`config.mk`:
```
export PLATFORM = sky130hd
export DESIGN_NAME = blocking_running_mean_error_core
export DESIGN_NICKNAME = d
export VERILOG_FILES = /design/src/hdl/rme_pkg.sv /design/src/hdl/rme_div.sv /design/src/hdl/rme_dp.sv /design/src/hdl/rme_ctrl.sv /design/src/hdl/blocking_running_mean_error_core.sv
export SDC_FILE = /design/constraint.sdc
export NUM_CORES = 2
export LEC_CHECK = 0
export BUFFER_PORTS_ARGS = -buffer_cell sky130_fd_sc_hd__clkbuf_2
export CAP_MARGIN = 20
export CORE_MARGIN = 2
export CORE_UTILIZATION = 55
export CTS_CLUSTER_DIAMETER = 40
export DETAILED_ROUTE_END_ITERATION = 10
export GPL_TIMING_DRIVEN = 0
export PLACE_DENSITY = 0.71
export SETUP_SLACK_MARGIN = 0.4
export SYNTH_ARGS = -nofsm -noshare
export SYNTH_HDL_FRONTEND = slang
export SYNTH_SLANG_ARGS = --single-unit
```
`constraint.sdc`:
```
create_clock -name clk -period 13.2 [get_ports clk]
set_input_delay 3.96 -clock clk [delete_from_list [all_inputs] [get_ports clk]]
set_output_delay 3.96 -clock clk [all_outputs]
set_load 0.01 [all_outputs]
```
`src/hdl/rme_pkg.sv`:
```
// Shared constants, types and command/status structs of the running mean and error core.
`default_nettype none
package rme_pkg;

  // Default block limit and fixed field widths.
  localparam int unsigned RME_MAX_BLOCKS = 4096;
  localparam int unsigned AVG_W  = 32;
  localparam int unsigned SQ_W   = 31;
  localparam int unsigned ERR_W  = 31;
  localparam int unsigned SEEN_W = 13;
  localparam int unsigned ROOT_W = 48;

  // Controller states.
  typedef enum logic [3:0] {
    ST_IDLE,
    ST_MEAN_GO,
    ST_MEAN_WAIT,
    ST_MSQ_GO,
    ST_MSQ_WAIT,
    ST_SQUARE,
    ST_CHECK,
    ST_VAR_GO,
    ST_VAR_WAIT,
    ST_ROOT_GO,
    ST_ROOT_WAIT,
    ST_DONE
  } rme_state_t;

  // Which quotient the shared divider works on.
  typedef enum logic [1:0] {
    DSEL_MEAN,
    DSEL_MSQ,
    DSEL_VAR
  } rme_dsel_t;

  typedef struct packed {
    logic      acc;
    logic      div_go;
    logic      div_take;
    rme_dsel_t dsel;
    logic      square;
    logic      root_go;
    logic      root_take;
    logic      load_out;
  } rme_cmd_t;

  typedef struct packed {
    logic div_done;
    logic root_done;
    logic var_ok;
    logic out_busy;
  } rme_stat_t;

endpackage
`default_nettype wire

```
`src/hdl/rme_div.sv`:
```
// Restoring unsigned divider that produces one quotient bit per cycle.
`default_nettype none
module rme_div #(
  parameter int unsigned NUM_W = 44,
  parameter int unsigned DEN_W = 13
) (
  input  wire logic             clk,
  input  wire logic             rst_n,
  input  wire logic             start,
  input  wire logic [NUM_W-1:0] num,
  input  wire logic [DEN_W-1:0] den,
  output logic                  busy,
  output logic                  done,
  output logic [NUM_W-1:0]      quot
);

  localparam int unsigned STEP_W = $clog2(NUM_W + 1);

  logic [NUM_W-1:0]  quot_r;
  logic [DEN_W-1:0]  rem_r;
  logic [DEN_W-1:0]  den_r;
  logic [STEP_W-1:0] step_r;
  logic              busy_r;
  logic              done_r;
  logic [DEN_W:0]    rem_sh;
  logic [DEN_W:0]    rem_sub;
  logic              ge;

  // Shift in the next dividend bit and try the subtraction.
  always_comb begin
    rem_sh  = {rem_r, quot_r[NUM_W-1]};
    ge      = rem_sh >= {1'b0, den_r};
    rem_sub = rem_sh - {1'b0, den_r};
  end

  // Control of the iteration.
  always_ff @(posedge clk) begin
    if (!rst_n) begin
      busy_r <= 1'b0;
      done_r <= 1'b0;
      step_r <= '0;
    end else begin
      done_r <= 1'b0;
      if (start) begin
        busy_r <= 1'b1;
        step_r <= STEP_W'(NUM_W);
      end else if (busy_r) begin
        step_r <= step_r - 1'b1;
        if (step_r == STEP_W'(1)) begin
          busy_r <= 1'b0;
          done_r <= 1'b1;
        end
      end
    end
  end

  // Partial remainder and quotient.
  always_ff @(posedge clk) begin
    if (start) begin
      quot_r <= num;
      rem_r  <= '0;
      den_r  <= den;
    end else if (busy_r) begin
      quot_r <= {quot_r[NUM_W-2:0], ge};
      rem_r  <= ge ? rem_sub[DEN_W-1:0] : rem_sh[DEN_W-1:0];
    end
  end

  assign busy = busy_r;
  assign done = done_r;
  assign quot = quot_r;

endmodule
`default_nettype wire

```
`src/hdl/rme_dp.sv`:
```
// Datapath: running sums, shared divider, square, bitwise square root and result register.
`default_nettype none
module rme_dp #(
  parameter int unsigned MAX_BLOCKS = rme_pkg::RME_MAX_BLOCKS
) (
  input  wire logic                                 clk,
  input  wire logic                                 rst_n,
  input  wire logic signed [rme_pkg::AVG_W-1:0]     in_block_average,
  input  wire logic        [rme_pkg::SQ_W-1:0]      in_block_average_sq,
  input  wire logic                                 in_first_of_run,
  input  wire rme_pkg::rme_cmd_t                    cmd,
  output rme_pkg::rme_stat_t                        stat,
  input  wire logic                                 out_ready,
  output logic                                      out_valid,
  output logic signed [rme_pkg::AVG_W-1:0]          out_progressive_mean,
  output logic        [rme_pkg::ERR_W-1:0]          out_mean_error,
  output logic        [rme_pkg::SEEN_W-1:0]         out_blocks_seen,
  output logic                                      out_full_res
);
  import rme_pkg::*;

  localparam int unsigned CNT_W = $clog2(MAX_BLOCKS + 1);
  localparam int unsigned SUM_W = SQ_W + CNT_W;

  logic signed [SUM_W-1:0]  asum_r;
  logic        [SUM_W-1:0]  qsum_r;
  logic        [CNT_W-1:0]  cnt_r;
  logic                     full_r;
  logic signed [SUM_W-1:0]  asum_base;
  logic        [SUM_W-1:0]  qsum_base;
  logic        [CNT_W-1:0]  cnt_base;
  logic                     full;
  logic        [SUM_W-1:0]  asum_mag;

  logic signed [AVG_W-1:0]  mean_r;
  logic        [AVG_W-1:0]  amean_r;
  logic        [AVG_W-1:0]  msq_r;
  logic        [ROOT_W-1:0] mean2_r;
  logic        [SQ_W-1:0]   var_r;
  logic        [ERR_W-1:0]  err_r;
  logic        [2*AVG_W-1:0] prod;
  logic        [AVG_W-1:0]  diff;

  logic        [SUM_W-1:0]  div_num;
  logic        [CNT_W-1:0]  div_den;
  logic                     div_busy;
  logic                     div_done;
  logic        [SUM_W-1:0]  div_quot;

  logic        [ROOT_W-1:0] x_r;
  logic        [ROOT_W-1:0] res_r;
  logic        [ROOT_W-1:0] bit_r;
  logic                     root_busy_r;
  logic                     root_done_r;
  logic        [ROOT_W-1:0] trial;

  logic signed [AVG_W-1:0]  out_mean_r;
  logic        [ERR_W-1:0]  out_err_r;
  logic        [SEEN_W-1:0] out_cnt_r;
  logic                     out_full_r;
  logic                     out_valid_r;

  // A first block of a run starts from empty sums; a full store takes nothing more.
  always_comb begin
    asum_base = in_first_of_run ? '0 : asum_r;
    qsum_base = in_first_of_run ? '0 : qsum_r;
    cnt_base  = in_first_of_run ? '0 : cnt_r;
    full      = cnt_base >= CNT_W'(MAX_BLOCKS);
    asum_mag  = asum_r[SUM_W-1] ? SUM_W'(-asum_r) : SUM_W'(asum_r);
  end

  // Running sums and block count.
  always_ff @(posedge clk) begin
    if (!rst_n) begin
      asum_r <= '0;
      qsum_r <= '0;
      cnt_r  <= '0;
      full_r <= 1'b0;
    end else if (cmd.acc) begin
      full_r <= full;
      if (full) begin
        asum_r <= asum_base;
        qsum_r <= qsum_base;
        cnt_r  <= cnt_base;
      end else begin
        asum_r <= asum_base + {{(SUM_W-AVG_W){in_block_average[AVG_W-1]}}, in_block_average};
        qsum_r <= qsum_base + {{(SUM_W-SQ_W){1'b0}}, in_block_average_sq};
        cnt_r  <= cnt_base + 1'b1;
      end
    end
  end

  // Operand selection for the shared divider.
  always_comb begin
    diff = msq_r - mean2_r[AVG_W-1:0];
    unique case (cmd.dsel)
      DSEL_MEAN: begin
        div_num = asum_mag;
        div_den = cnt_r;
      end
      DSEL_MSQ: begin
        div_num = qsum_r;
        div_den = cnt_r;
      end
      DSEL_VAR: begin
        div_num = {{(SUM_W-AVG_W){1'b0}}, diff};
        div_den = cnt_r - 1'b1;
      end
      default: begin
        div_num = '0;
        div_den = cnt_r;
      end
    endcase
  end

  rme_div #(
    .NUM_W(SUM_W),
    .DEN_W(CNT_W)
  ) u_div (
    .clk  (clk),
    .rst_n(rst_n),
    .start(cmd.div_go),
    .num  (div_num),
    .den  (div_den),
    .busy (div_busy),
    .done (div_done),
    .quot (div_quot)
  );

  assign prod = amean_r * amean_r;

  // Quotients, the squared mean and the error.
  always_ff @(posedge clk) begin
    if (cmd.div_take) begin
      case (cmd.dsel)
        DSEL_MEAN: begin
          amean_r <= div_quot[AVG_W-1:0];
          mean_r  <= asum_r[SUM_W-1] ? -div_quot[AVG_W-1:0] : div_quot[AVG_W-1:0];
        end
        DSEL_MSQ: msq_r <= div_quot[AVG_W-1:0];
        default:  var_r <= div_quot[SQ_W-1:0];
      endcase
    end
    if (cmd.square) begin
      mean2_r <= prod[2*AVG_W-1:16];
    end
    if (cmd.acc) begin
      err_r <= '0;
    end else if (cmd.root_take) begin
      err_r <= res_r[ERR_W-1:0];
    end
  end

  // Bitwise integer square root, one result bit per cycle.
  assign trial = res_r + bit_r;

  always_ff @(posedge clk) begin
    if (!rst_n) begin
      root_busy_r <= 1'b0;
      root_done_r <= 1'b0;
    end else begin
      root_done_r <= 1'b0;
      if (cmd.root_go) begin
        root_busy_r <= 1'b1;
      end else if (root_busy_r && bit_r[0]) begin
        root_busy_r <= 1'b0;
        root_done_r <= 1'b1;
      end
    end
  end

  always_ff @(posedge clk) begin
    if (cmd.root_go) begin
      x_r   <= {1'b0, var_r, 16'b0};
      res_r <= '0;
      bit_r <= ROOT_W'(1) << (ROOT_W - 2);
    end else if (root_busy_r) begin
      if (x_r >= trial) begin
        x_r   <= x_r - trial;
        res_r <= (res_r >> 1) + bit_r;
      end else begin
        res_r <= res_r >> 1;
      end
      bit_r <= bit_r >> 2;
    end
  end

  // Result register; the next block may be taken while a beat waits here.
  always_ff @(posedge clk) begin
    if (!rst_n) begin
      out_valid_r <= 1'b0;
    end else if (cmd.load_out) begin
      out_valid_r <= 1'b1;
    end else if (out_ready) begin
      out_valid_r <= 1'b0;
    end
  end

  always_ff @(posedge clk) begin
    if (cmd.load_out) begin
      out_mean_r <= mean_r;
      out_err_r  <= err_r;
      out_cnt_r  <= SEEN_W'(cnt_r);
      out_full_r <= full_r;
    end
  end

  always_comb begin
    stat.div_done  = div_done;
    stat.root_done = root_done_r;
    stat.var_ok    = (cnt_r > CNT_W'(1)) && ({16'b0, msq_r} > mean2_r);
    stat.out_busy  = out_valid_r && !out_ready;
  end

  assign out_valid            = out_valid_r;
  assign out_progressive_mean = out_mean_r;
  assign out_mean_error       = out_err_r;
  assign out_blocks_seen      = out_cnt_r;
  assign out_full_res         = out_full_r;

  // The divider and the root unit never run at once.
  a_units_exclusive: assert property (@(posedge clk) disable iff (!rst_n)
    !(div_busy && root_busy_r)) else $error("divider and root unit both busy");

  // A loaded result is offered on the next cycle.
  a_load_shows: assert property (@(posedge clk) disable iff (!rst_n)
    cmd.load_out |=> out_valid_r) else $error("loaded result not valid");

  // The root unit starts only from idle.
  a_root_idle: assert property (@(posedge clk) disable iff (!rst_n)
    cmd.root_go |-> !root_busy_r) else $error("root unit restarted while busy");

endmodule
`default_nettype wire

```
`src/hdl/rme_ctrl.sv`:
```
// Controller state machine that sequences the datapath for each block.
`default_nettype none
module rme_ctrl (
  input  wire logic               clk,
  input  wire logic               rst_n,
  input  wire logic               in_valid,
  output logic                    in_ready,
  input  wire rme_pkg::rme_stat_t stat,
  output rme_pkg::rme_cmd_t       cmd
);
  import rme_pkg::*;

  rme_state_t state_r;
  rme_state_t state_nxt;

  // State register.
  always_ff @(posedge clk) begin
    if (!rst_n) begin
      state_r <= ST_IDLE;
    end else begin
      state_r <= state_nxt;
    end
  end

  // Next state and commands.
  always_comb begin
    state_nxt = state_r;
    cmd       = '0;
    cmd.dsel  = DSEL_MEAN;
    in_ready  = 1'b0;
    unique case (state_r)
      ST_IDLE: begin
        in_ready = 1'b1;
        if (in_valid) begin
          cmd.acc   = 1'b1;
          state_nxt = ST_MEAN_GO;
        end
      end
      ST_MEAN_GO: begin
        cmd.div_go = 1'b1;
        state_nxt  = ST_MEAN_WAIT;
      end
      ST_MEAN_WAIT: begin
        if (stat.div_done) begin
          cmd.div_take = 1'b1;
          state_nxt    = ST_MSQ_GO;
        end
      end
      ST_MSQ_GO: begin
        cmd.dsel   = DSEL_MSQ;
        cmd.div_go = 1'b1;
        state_nxt  = ST_MSQ_WAIT;
      end
      ST_MSQ_WAIT: begin
        cmd.dsel = DSEL_MSQ;
        if (stat.div_done) begin
          cmd.div_take = 1'b1;
          state_nxt    = ST_SQUARE;
        end
      end
      ST_SQUARE: begin
        cmd.square = 1'b1;
        state_nxt  = ST_CHECK;
      end
      ST_CHECK: begin
        state_nxt = stat.var_ok ? ST_VAR_GO : ST_DONE;
      end
      ST_VAR_GO: begin
        cmd.dsel   = DSEL_VAR;
        cmd.div_go = 1'b1;
        state_nxt  = ST_VAR_WAIT;
      end
      ST_VAR_WAIT: begin
        cmd.dsel = DSEL_VAR;
        if (stat.div_done) begin
          cmd.div_take = 1'b1;
          state_nxt    = ST_ROOT_GO;
        end
      end
      ST_ROOT_GO: begin
        cmd.root_go = 1'b1;
        state_nxt   = ST_ROOT_WAIT;
      end
      ST_ROOT_WAIT: begin
        if (stat.root_done) begin
          cmd.root_take = 1'b1;
          state_nxt     = ST_DONE;
        end
      end
      ST_DONE: begin
        if (!stat.out_busy) begin
          cmd.load_out = 1'b1;
          state_nxt    = ST_IDLE;
        end
      end
      default: state_nxt = ST_IDLE;
    endcase
  end

  // A beat is taken only when no block is in progress.
  a_acc_only_idle: assert property (@(posedge clk) disable iff (!rst_n)
    cmd.acc |=> state_r == ST_MEAN_GO) else $error("accumulate outside idle");

  // A result is never loaded over one still waiting.
  a_no_overwrite: assert property (@(posedge clk) disable iff (!rst_n)
    cmd.load_out |-> !stat.out_busy) else $error("result overwritten");

endmodule
`default_nettype wire

```
`src/hdl/blocking_running_mean_error_core.sv`:
```
// Each accepted block runs through the shared bit-per-cycle divider (mean, mean square and
// variance) and the bit-per-cycle square root. A block whose count is one or less, or whose
// mean square does not exceed the squared mean, skips the variance division and the root.
// A new block is taken only in idle, once the previous result has been loaded for output.
// A finished result waits in the output register while the next block is taken.
// Reset (rst_n, synchronous, active low) clears the sums, the count and all handshake state.
`default_nettype none
module blocking_running_mean_error_core #(
  parameter int unsigned MAX_BLOCKS = rme_pkg::RME_MAX_BLOCKS
) (
  input  wire logic                             clk,
  input  wire logic                             rst_n,
  input  wire logic                             in_valid,
  output logic                                  in_ready,
  input  wire logic signed [rme_pkg::AVG_W-1:0] in_block_average,
  input  wire logic        [rme_pkg::SQ_W-1:0]  in_block_average_sq,
  input  wire logic                             in_first_of_run,
  output logic                                  out_valid,
  input  wire logic                             out_ready,
  output logic signed [rme_pkg::AVG_W-1:0]      out_progressive_mean,
  output logic        [rme_pkg::ERR_W-1:0]      out_mean_error,
  output logic        [rme_pkg::SEEN_W-1:0]     out_blocks_seen,
  output logic                                  out_full_res
);
  import rme_pkg::*;

  rme_cmd_t  cmd;
  rme_stat_t stat;

  rme_ctrl u_ctrl (
    .clk     (clk),
    .rst_n   (rst_n),
    .in_valid(in_valid),
    .in_ready(in_ready),
    .stat    (stat),
    .cmd     (cmd)
  );

  rme_dp #(
    .MAX_BLOCKS(MAX_BLOCKS)
  ) u_dp (
    .clk                 (clk),
    .rst_n               (rst_n),
    .in_block_average    (in_block_average),
    .in_block_average_sq (in_block_average_sq),
    .in_first_of_run     (in_first_of_run),
    .cmd                 (cmd),
    .stat                (stat),
    .out_ready           (out_ready),
    .out_valid           (out_valid),
    .out_progressive_mean(out_progressive_mean),
    .out_mean_error      (out_mean_error),
    .out_blocks_seen     (out_blocks_seen),
    .out_full_res        (out_full_res)
  );

endmodule
`default_nettype wire
```
==> summary.md <==
| Metric | Value |
|---|---|
| Most frequent cells in the layout | inv_1 (1087), fa_1 (797), nand2_1 (761) |
| Internal reg-to-reg setup slack | 2.44 ns |
| Largest family of logic cells by synthesized area | adder cells |
| DRT iter0 DRCs | 5033 |
| GRT Util Overall | 33.7% |
| DP HPWL | approximately 160000 um |
| Max Cap Violations | 0 |
| Post-cts hold buffer count | 0 |
| Clock Skew | around 0.027 ns |
| Number of top-level pins | 147 |
| Synth Instances | approximately 7000 |
| TNS Setup | 0 ns |
| Hold endpoint | u_dp.out_progressive_mean[26] |
| Latest clock arrival within the worst-skew pair | 0.65 ns |
| Post-CTS setup buffer count | 0 |
| CP Launch Type | register |
| Post-synthesis mux area share | 0.937% |
| Critical Path RT | 13.59 ns |
| Fmax | 0.0929 GHz |
| Pwr per Cell Area | 139 mW/mm2 |
| Commonest non-fill, non-tap cell in the layout | inv_1 |
| Die Ht | 347 um |
| Crit Path Max Fanout | 11 |
| Largest net degree at the start of global routing | 37 |
| Antenna-violating nets left | 0 |
| Class of the worst hold path | register to register |
| Fin. Hold Viols | 0 |
| Hold WS | 0.421 ns |
| Vias in the first global route | 53300 |
| Cell mode on critical path | fa_1 |
| Post-route cell area | about 0.070 mm2 |
| Leakage Power | 32.2 nW |
| Global route overflow | 0 |
| CTS root buf | clkbuf_16 |
| Status | completed |
| Layout cells sized above 1 | 4.73% |
| Commonest register cell after synthesis | edfxtp_1 |
| CP peak stage delay | roughly 0.96 ns |
| Worst-case vdd ir drop | 0.111 mV |
| Setup crit start | u_dp.amean_r[15] |
| Minimum clock period | 10.76 ns |
| # resized after CTS | 0 |
| Post-synthesis adder-cell area fraction | 34.8% |
| Die ar. | 0.120 mm2 |
| First-pass GRT wire length | between 300000 and 400000 um |
| Synthesized area | about 0.065 mm2 |
| Die width | 347 um |
| Hold path cells | 0 |
| Initial antenna violation count | 6 |
| FP Rows | approximately 130 |
| Final nets | 8659 |
| Final setup margin | 2.44 ns |
| CP max stage cell | clkbuf_1 |
| DP Worst Slack | 2.90 ns |
| Clk buf depth | 3 |
| Avg Inst Size Synth | 9.18 um2 |
| Reg2reg path depth | 29 |
| Hold path start | u_dp.mean_r[26] |
| Slew Limit Fails | 0 |
| Final core occ | about 60% |
| Final Cycle Share | 81.5% |
| Wire length per cell | between 20 and 25 um |
| Area of the core | 0.116 mm2 |
| CP endpoint kind | register |
| DR vias | 52800 |
| DRT Wirelength | 202000 um |
| Async S/R FF share, synth | 0% |
| Clock Pin Slew Worst Setup and Hold Paths | ~0.070 ns |
| Num CTS Buffers | 74 |
| Least-Margin Pin Slew | 1.24 ns |
| Reg2reg end | u_dp.mean2_r[41] |
| Placed standard-cell area | 0.0674 mm2 |
| Vias per cell | 5.96 |
| H-tree depth | 3 |
| Starting density of the core | 55.5% |
| Post-Synth Simple-Gate Area | 14.5% |
| Drt first pass iters | 9 |
| Num Clock Sinks | 589 |
| CTS tree | yes |
| Yosys warning count | 0 |
| RSZ-0062 raised after global routing | false |
| Post-synthesis sequential area ratio | 23.5% |
| Gpl congestion | 1.05 |
| Setup-violating endpoint count in the final report | 0 |
| EDFF count, synth | 339 |
| Crit path DAT | around 11 ns |
| Layout Area Growth over Synthesis | 8.43% |
| Yosys cell types | 85 |
| Max_slew headroom | 17.1% |
| XOR/XNOR Fraction of Synth Area | 5.35% |
| Reg-to-reg critical path startpoint | u_dp.amean_r[15] |
| Register bit total from synthesis | 589 |
| Port Buf Inserts | 144 |
| DRC Markers | 0 |
| Synth Area in Compound Gates | 12.8% |
| Mapped Nets | roughly 8400 |
| WS Path Type | register to register |
sequential cells by signal, summed over array words and instances (netlist names), 31 cells and up:
name	cells
u_dp.out_progressive_mean	32
u_dp.err_r	31
u_dp.mean2_r	48
u_dp.res_r	48
u_dp.out_mean_error	31
u_dp.var_r	31
u_dp.amean_r	32
u_dp.qsum_r	44
u_dp.mean_r	31
u_dp.msq_r	32
u_dp.asum_r	44
u_dp.x_r	48
u_dp.u_div.quot	44
critical path: cells and delay by family (launching register included):
family          cells  cell delay [ns]
fa+ha+maj           9             4.49
compound gates      7             2.12
buf+inv             9             2.66
simple gates        3             0.47
xor+xnor            1             0.19
flops               1             0.55
layer usage:
metal | part of all wire, % | GRT usage [%]
met4 | 5.1 | 14.5
met1 | 40 | 45.2
met2 | 45 | 53.3
met3 | 9.9 | 6.77
met5 | 0.011 | 0
cell usage after synthesis, types with 9 or more instances:
cell type | count | area share (%)
a211o_1 | 9 | 0.12
a211oi_1 | 62 | 0.72
a21boi_0 | 15 | 0.17
a21o_1 | 133 | 1.5
a21oi_1 | 408 | 3.2
a221oi_1 | 32 | 0.43
a31o_2 | 19 | 0.26
a31oi_1 | 69 | 0.67
a41o_1 | 10 | 0.15
a41oi_1 | 15 | 0.20
and2_1 | 258 | 2.5
and3_1 | 44 | 0.43
and4_1 | 10 | 0.14
buf_1 | 17 | 0.099
clkbuf_1 | 297 | 1.7
dfxtp_1 | 250 | 7.7
edfxtp_1 | 339 | 16
fa_1 | 797 | 25
ha_1 | 520 | 10
inv_1 | 1087 | 6.3
mux2i_1 | 56 | 0.87
nand2_1 | 761 | 4.4
nand2b_1 | 37 | 0.36
nand3_1 | 109 | 0.84
nand4_1 | 68 | 0.66
nor2_1 | 391 | 2.3
nor2b_1 | 120 | 1.2
nor3_1 | 66 | 0.51
nor4_1 | 23 | 0.22
o211ai_1 | 15 | 0.17
o21a_1 | 26 | 0.30
o21ai_0 | 281 | 2.2
o21bai_1 | 46 | 0.53
o221ai_1 | 11 | 0.15
o311ai_0 | 10 | 0.14
o31a_1 | 9 | 0.12
o31ai_1 | 44 | 0.51
o41ai_1 | 19 | 0.26
or2_2 | 14 | 0.14
or3_1 | 18 | 0.17
or4_1 | 13 | 0.15
xnor2_1 | 227 | 3.1
xor2_1 | 168 | 2.3
final cells by class:
type | instances | area [um2]
plain buffers | 317 | 1190
inverters | 1089 | 4090
well taps | 1524 | 1910
fillers | 10200 | 46300
clock buffers | 86 | 1950
repair buffers | 159 | 961
clock inverters | 52 | 584
diodes | 4 | 10.0
flip-flops and latches | 589 | 15200
multi-input cells | 5044 | 44200
report_power, final:
part	leakage (nW)	internal [mW]	switching [mW]
Clock	1.22	1.18	0.909
Sequential	5.18	2.42	0.524
Combinational	25.8	1.77	2.91
Total	32.2	5.37	4.34
stage by stage:
step	std cells	power, mW
CTS	8854	9.61
global placement	8707	7.42
global route	8860	10.3
finish	8864	9.72
floorplan	7039	6.04
detailed placement	8716	7.49
worst max-delay path by stage:
stage / endpoint / depth (start not counted)
after floorplan: u_dp.out_blocks_seen[0] / 2
after global placement: u_dp.mean2_r[41] / 28
after detailed placement: u_dp.mean2_r[41] / 29
after CTS: u_dp.mean2_r[41] / 29
after global routing: u_dp.mean2_r[41] / 29
final: u_dp.mean2_r[41] / 29
logic make-up after synthesis:
group,after synthesis
compound gates,1304
buf+inv,1406
xor+xnor,395
simple gates,1968
flops,589
mux,60
fa+ha+maj,1317
Power figures use the tool's default switching activity.
